**src/sv/smmac_pkg.sv**
```systemverilog
// Types, constants and microcode program of the scaled matrix multiply-accumulate core
package smmac_pkg;

    localparam int VAL_W     = 32;
    localparam int IDX_W     = 4;
    localparam int REQ_W     = 2;
    localparam int SIZE_W    = 5;
    localparam int GAIN_W    = 18;
    localparam int CFG_IDX_W = 2;
    localparam int MUL_W     = 33;
    localparam int PROD_W    = 2 * MUL_W;

    localparam logic [CFG_IDX_W-1:0] CFG_SIZE  = 2'd0;
    localparam logic [CFG_IDX_W-1:0] CFG_ALPHA = 2'd1;
    localparam logic [CFG_IDX_W-1:0] CFG_BETA  = 2'd2;

    localparam logic [SIZE_W-1:0] SIZE_RST  = 5'd16;
    localparam logic [GAIN_W-1:0] ALPHA_RST = 18'd6554;
    localparam logic [GAIN_W-1:0] BETA_RST  = 18'd32768;

    localparam logic [VAL_W-1:0] VAL_MAX = 32'h7FFF_FFFF;
    localparam logic [VAL_W-1:0] VAL_MIN = 32'h8000_0000;

    typedef enum logic [REQ_W-1:0] {
        REQ_LOAD_A  = 2'd0,
        REQ_LOAD_B  = 2'd1,
        REQ_LOAD_C  = 2'd2,
        REQ_COMPUTE = 2'd3
    } t_req;

    // Multiplier operand pairs; also tells the accumulator where the product goes
    typedef enum logic [2:0] {
        MS_NONE,
        MS_AB,
        MS_BETA,
        MS_ALPHA0,
        MS_ALPHA1,
        MS_ALPHA2
    } t_mul_sel;

    // Jump conditions: jump to target when true, else advance
    typedef enum logic [2:0] {
        JC_NEVER,
        JC_ALWAYS,
        JC_MORE_K,
        JC_OUT_BUSY,
        JC_NO_START
    } t_jcond;

    typedef logic [3:0] t_step;

    localparam t_step ST_CLR    = 4'd0;
    localparam t_step ST_LOOP   = 4'd1;
    localparam t_step ST_DRAIN  = 4'd2;
    localparam t_step ST_BETA   = 4'd3;
    localparam t_step ST_ALPHA0 = 4'd4;
    localparam t_step ST_ALPHA1 = 4'd5;
    localparam t_step ST_ALPHA2 = 4'd6;
    localparam t_step ST_SETTLE = 4'd7;
    localparam t_step ST_EMIT   = 4'd8;
    localparam t_step ST_IDLE   = 4'd9;
    localparam t_step ST_FIRST  = ST_CLR;
    localparam t_step ST_LAST   = ST_IDLE;

    typedef struct packed {
        logic     take;
        logic     clr;
        logic     rd_c;
        logic     rd_ab;
        t_mul_sel mul_sel;
        logic     emit;
        t_jcond   jcond;
        t_step    target;
    } t_ucode;

    typedef struct packed {
        logic     start;
        logic     clr;
        logic     rd_c;
        logic     rd_ab;
        t_mul_sel mul_sel;
        logic     emit;
    } t_dp_ctrl;

    typedef struct packed {
        logic cmp_ok;
        logic k_last;
        logic out_free;
    } t_dp_stat;

    function automatic t_ucode ucode_rom(input t_step pc);
        t_ucode w;
        w = '0;
        w.mul_sel = MS_NONE;
        w.jcond   = JC_NEVER;
        w.target  = ST_IDLE;
        case (pc)
            ST_CLR: begin
                w.clr  = 1'b1;
                w.rd_c = 1'b1;
            end
            ST_LOOP: begin
                w.rd_ab  = 1'b1;
                w.jcond  = JC_MORE_K;
                w.target = ST_LOOP;
            end
            ST_DRAIN: begin
            end
            ST_BETA: begin
                w.mul_sel = MS_BETA;
            end
            ST_ALPHA0: begin
                w.mul_sel = MS_ALPHA0;
            end
            ST_ALPHA1: begin
                w.mul_sel = MS_ALPHA1;
            end
            ST_ALPHA2: begin
                w.mul_sel = MS_ALPHA2;
            end
            ST_SETTLE: begin
            end
            ST_EMIT: begin
                w.emit   = 1'b1;
                w.jcond  = JC_OUT_BUSY;
                w.target = ST_EMIT;
            end
            ST_IDLE: begin
                w.take   = 1'b1;
                w.jcond  = JC_NO_START;
                w.target = ST_IDLE;
            end
            default: begin
                w.jcond  = JC_ALWAYS;
                w.target = ST_IDLE;
            end
        endcase
        return w;
    endfunction

endpackage

```
**src/sv/smmac_seq.sv**
```systemverilog
// Microcode sequencer: step counter, control ROM and jump logic
module smmac_seq (
    input  logic                i_clk,
    input  logic                i_rst_n,
    input  logic                i_in_valid,
    input  smmac_pkg::t_dp_stat i_stat,
    output smmac_pkg::t_dp_ctrl o_ctrl,
    output logic                o_in_ready
);
    import smmac_pkg::*;

    t_step  r_pc;
    t_step  n_pc;
    t_ucode cw;
    logic   jump;
    logic   start;

    always_ff @(posedge i_clk) begin
        if (!i_rst_n) begin
            r_pc <= ST_IDLE;
        end else begin
            r_pc <= n_pc;
        end
    end

    always_comb begin
        cw    = ucode_rom(r_pc);
        start = cw.take && i_in_valid && i_stat.cmp_ok;
        case (cw.jcond)
            JC_NEVER:    jump = 1'b0;
            JC_ALWAYS:   jump = 1'b1;
            JC_MORE_K:   jump = !i_stat.k_last;
            JC_OUT_BUSY: jump = !i_stat.out_free;
            JC_NO_START: jump = !start;
            default:     jump = 1'b0;
        endcase
        if (jump) begin
            n_pc = cw.target;
        end else if (r_pc == ST_LAST) begin
            n_pc = ST_FIRST;
        end else begin
            n_pc = r_pc + 1'b1;
        end

        o_ctrl.start   = start;
        o_ctrl.clr     = cw.clr;
        o_ctrl.rd_c    = cw.rd_c;
        o_ctrl.rd_ab   = cw.rd_ab;
        o_ctrl.mul_sel = cw.mul_sel;
        // drop the emit pulse while the output register still holds an untaken word
        o_ctrl.emit    = cw.emit && i_stat.out_free;
        o_in_ready     = cw.take;
    end

endmodule

```
**config.mk**
```make
export PLATFORM = sky130hd
export DESIGN_NAME = smmac_seq
export DESIGN_NICKNAME = d
export VERILOG_FILES = /design/src/sv/smmac_pkg.sv /design/src/sv/smmac_seq.sv
export SDC_FILE = /design/constraint.sdc
export NUM_CORES = 1
export LEC_CHECK = 0
export BUFFER_PORTS_ARGS = -buffer_cell sky130_fd_sc_hd__buf_2
export CAP_MARGIN = 5
export CORE_AREA = 2 2 39 41
export CTS_BUF_LIST = sky130_fd_sc_hd__clkbuf_16
export CTS_CLUSTER_DIAMETER = 30
export CTS_CLUSTER_SIZE = 20
export DETAILED_ROUTE_END_ITERATION = 10
export DIE_AREA = 0 0 41 43
export SYNTH_ARGS = -nofsm -noshare
export SYNTH_HDL_FRONTEND = slang
export SYNTH_SLANG_ARGS = --single-unit
```
**constraint.sdc**
```tcl
create_clock -name i_clk -period 1.8 [get_ports i_clk]
set_clock_uncertainty 0.1 [all_clocks]
set_input_delay 0.18 -clock i_clk [delete_from_list [all_inputs] [get_ports i_clk]]
set_output_delay 0.18 -clock i_clk [all_outputs]
set_load 0.03 [all_outputs]
```
== Yosys cells after proc, flatten, opt, wreduce, memory -nomap -nowiden ==
Cells that the tools add are included.
Word-level totals
  register bits after elaboration: 4
  output and inout port bits: 9
Operators by class
  add/subtract/negate cells: 1
  equality and inequality tests: 13
  mux-type cells: 9
  reductions and logical operators: 8
Operators by type and width (count)
  $pmux 7 s4: 1
  $eq 4x3->1 const B: 4
  $pmux 3 s4: 1
  $eq 4x2->1 const B: 2
  $eq 4x4->1 const B: 2
  $mux 4: 2
  $reduce_or 7->1: 1
  $eq 3x2->1 const B: 2
  $add 4x1->4 const B: 1
  $eq 4x1->1 const B: 1
  $logic_not 4->1: 1
  $pmux 1 s4: 1
  $eq 3x1->1 const B: 1
  $eq 3x3->1 const B: 1
  $logic_and 1x1->1: 3
  $logic_not 1->1: 3
  $mux 1: 3
  $mux 2: 1

== Depth between registers and ports, before layout ==
  word-level depth: 7
  gate-level depth with buffers: 6
  mapped depth without buffers: 6

== Worst setup path after synthesis ==
Ideal clock, no wire load.
  path kind: reg2out
  start: register r_pc[0]
  end: output port o_ctrl[6] (netlist bit)
  data arrival time: 1.778 ns
  data required time: 1.520 ns
  path slack: -0.258 ns
  cell stages (with the launch flop): 5
  buffers on the path: 1
  cells stage by stage: dfxtp_1 inv_1 ha_1 nor3b_1 buf_4
RTL lines
  start: declaration: RTL line smmac_seq.sv:12  | t_step r_pc;
  start signal: assignment: RTL line smmac_seq.sv:22  | r_pc <= n_pc;
  end: declaration: RTL line smmac_seq.sv:7  | output smmac_pkg::t_dp_ctrl o_ctrl,

== Worst setup path after layout ==
  start: register r_pc[0]
  end: register r_pc[0]
On the way
  cells in the longest elaborated chain, start to end: 7
  elaborated cells between the ends (all ways): 24
  those cells by class: add/sub: 1; eq/ne: 13; mux: 5; reduce/logical: 5
RTL lines
  branches (longest 6 deep; another with $reduce_or 7->1)
  $mux 4 *: RTL line smmac_seq.sv:37  | if (jump) begin
Mark *: on every way between the ends.
A chain may end at the register's enable or synchronous reset.

==> summary.txt <==
CTS
  • Skew-Pair Late Insertion Delay: 0.22 ns
  • Cts repair resizes: 0
  • Root Buffer: clkbuf_16
  • Worst-case clock buffer depth: 2
  • # clock sinks: 4
  • Clock-pin transition on the worst setup and hold timing paths: 0.03 ns
  • CTS tree: built
  • Htree depth: 1
  • Post-CTS setup buffers: 0
  • CTS buffer count: 3
  • Hold-fix buffers, CTS: 0

Synth
  • Synth warn: 0
  • Cell variety after synth: 27
  • Post-synthesis sequential area ratio: 19.2%
  • Synthesis-stage register bit count: 4
  • Adder-cell share of the synthesized area: 12.0%
  • Syn Area/Cell: 8.04 um2
  • Xor-xnor portion of the synthesized cell area: 4.19%
  • Post-Synth Simple-Gate Area: 36.2%
  • Synth Instances: 52
  • Syn Std Cell Area: 418 um2
  • Post-synthesis mux area share: 2.40%
  • Compound-gate portion of the synthesized area: 12.6%
  • Syn Nets: 62
  • Largest family of logic cells by synthesized area: simple AND/OR/NAND/NOR gates

Route
  • DR WL/cell: 10.5 um
  • Remaining DRCs: 0
  • Antenna Violating Nets Remaining: 0
  • Drt initial violations: 6
  • 1st-pass router iterations: 4
  • Via Count: 393
  • Post-Route WL: 871 um
  • Via density: 4.73

STA
  • # setup viols final: 0
  • Tmin final: 1.69 ns
  • Final hold violations: 0
  • Slew at the pin closest to its max-slew limit: 0.467 ns
  • Max Clock Freq: 593 MHz
  • Setup WS post-layout: 0.112 ns
  • RSZ-0062 raised after global routing: no
  • Worst slew margin: 68.8%
  • Period utilisation layout: 93.8%
  • Fin. max-slew vios: 0
  • Setup Total Neg Slack: 0 ns

Die
  • Initial Utilization: 30.2%
  • Die height: 43 um
  • Ports: 15
  • Die width: 41 um
  • Core ar.: 0.00138 mm2
  • Die ar.: 0.00176 mm2
  • Row cnt: 14

Global routing
  • First-pass GRT wire length: 1.36 mm
  • Vias in the first global route: 340
  • Remaining global-route overflow: 0
  • Initial antenna violation count: 0
  • GRT Overall Usage: 11.5%
  • Largest net degree at the start of global routing: 13

Critical path
  • Worst setup SP type: flip-flop
  • CP peak stage delay: 0.36 ns
  • Critical Path AT: 1.69 ns
  • CP required: 1.80 ns
  • Worst-path fanout max: 9
  • Kind of critical path: reg2reg
  • R2R cell count: 6
  • Slowest cell on crit path: a221o_1
  • Worst path cell trace: inv_1, ha_2, and2b_1, nor3_1, o21a_1, a221o_1
  • R2r setup slk: 0.11 ns
  • Endpoint class of the critical path: flip-flop

Power
  • Power per cell area: 1930 mW/mm2
  • Maximum vdd drop: 755 uV
  • Leakage: 0.000299 uW

Job
  • Max_cap viols: 0

Placed design
  • PortBufs: 14
  • DP Wirelength: 692 um
  • Routability Congestion: 0.718
  • Dpl ws: 0.0573 ns
  • Placement Cell Area: 497 um2
  • Number of cells after detailed placement: 80

Outcome
  • Status: complete, no violations

Finish
  • Post-route insts no fill: 83
  • Diodes inserted: 0
  • Fin area: 578 um2
  • Largest regs: r_pc x4
  • Util after Layout: 41.8%
  • Nets: 79
  • Area grow syn2layout: 38.3%
  • Max reg flops: 4
  • Layout cells sized above 1: 35.8%
  • Top reg by flops: r_pc

Hold path
  • Hold crit path type: in2reg
  • Hold Path Depth: 2
## per-layer routing
layer  global-route usage [%]  part of all wire [%]  up-vias
met3                     3.14                   5.6        2
met5                        0                     0        -
met2                     16.6                    45       12
li1                         -                     -      206
met1                     15.1                    47      173
met4                     6.00                   1.6        0
## stage by stage
step	hold WS, ns	power, uW
detailed placement	0.341	761
CTS	0.112	1110
global route	0.125	1190
global placement	0.346	759
floorplan	0.226	633
finish	0.109	1120
## final timing paths
path / start / to
worst min register to register: r_pc[0] / r_pc[0]
worst max register to register: r_pc[0] / r_pc[0]
worst max-delay path: r_pc[0] / r_pc[0]
worst min-delay path: i_rst_n / r_pc[1]
## cell usage after synthesis
| cell | n | share of area [%] |
|---|---|---|
| nor2_1 | 8 | 7.2 |
| inv_1 | 5 | 4.5 |
| dfxtp_1 | 4 | 19 |
| ha_1 | 4 | 12 |
| a221o_1 | 2 | 4.8 |
| and3_1 | 2 | 3.0 |
| buf_4 | 2 | 3.6 |
| buf_6 | 2 | 5.4 |
| nand2_1 | 2 | 1.8 |
| nand3_1 | 2 | 2.4 |
| nand3b_1 | 2 | 3.6 |
| nor3b_1 | 2 | 3.6 |
| a21oi_1 | 1 | 1.2 |
| a22oi_1 | 1 | 1.8 |
| and2b_1 | 1 | 1.8 |
| and4b_1 | 1 | 2.4 |
| mux2i_1 | 1 | 2.4 |
| nand2b_1 | 1 | 1.5 |
| nand4bb_1 | 1 | 2.7 |
| nor3_1 | 1 | 1.2 |
| nor3b_2 | 1 | 3.0 |
| o21a_1 | 1 | 1.8 |
| o21ai_0 | 1 | 1.2 |
| o21bai_1 | 1 | 1.8 |
| or3b_1 | 1 | 2.1 |
| xnor2_1 | 1 | 2.1 |
| xor2_1 | 1 | 2.1 |
## cell usage in the layout, fill, tap and decap left out
| master | synthesis | layout |
|---|---|---|
| nand3b_1 | 2 | 2 |
| xor2_1 | 1 | 1 |
| nand2_1 | 2 | 2 |
| clkbuf_16 | 0 | 3 |
| nor2_1 | 8 | 8 |
| nor3_1 | 1 | 1 |
| nand2b_1 | 1 | 1 |
| ha_2 | 0 | 2 |
| xnor2_1 | 1 | 1 |
| nor3b_2 | 1 | 1 |
| buf_2 | 0 | 14 |
| and2b_1 | 1 | 1 |
| dfxtp_2 | 0 | 1 |
| or3b_1 | 1 | 1 |
| buf_4 | 2 | 2 |
| nor3b_4 | 0 | 1 |
| nor3b_1 | 2 | 1 |
| dfxtp_1 | 4 | 3 |
| a21oi_1 | 1 | 1 |
| o21ai_0 | 1 | 1 |
| a221o_1 | 2 | 2 |
| nand3_1 | 2 | 2 |
| and3_1 | 2 | 2 |
| nand4bb_1 | 1 | 1 |
| inv_1 | 5 | 5 |
| and4b_1 | 1 | 1 |
| ha_1 | 4 | 2 |
| o21a_1 | 1 | 1 |
| o21bai_1 | 1 | 1 |
| a22oi_1 | 1 | 1 |
| mux2i_1 | 1 | 1 |
## power by group
part           leakage (uW)  total (uW)  internal [uW]  switching (uW)
clock network     0.0000370         343            284            59.9
logic              0.000229         601            264             337
registers         0.0000326         171            122            48.9
total              0.000299        1120            670             446
## worst max-delay path, delay by kind of cell (launching register included)
kind	cells	cell delay (ns)
buf+inv	1	0.10
flops	1	0.32
compound gates	2	0.60
simple gates	2	0.18
fa+ha+maj	1	0.26
## area by class of cell
type | instances | area [um2]
clock buffer | 3 | 75.1
timing repair buffer | 16 | 85.1
inverter | 5 | 18.8
sequential | 4 | 81.3
fill | 151 | 806
multi-input combinational | 39 | 298
tap | 16 | 20.0
## kinds of logic (layout without fill, tap and decap cells)
family,Yosys count,count (layout)
buffers and inverters,9,24
AOI/OAI and AO/OA,7,7
DFF,4,4
adders and majority gates,4,4
muxes,1,1
and+or+nand+nor,25,25
xor gates and xnor gates,2,2
(Power assumes the default switching activity.)
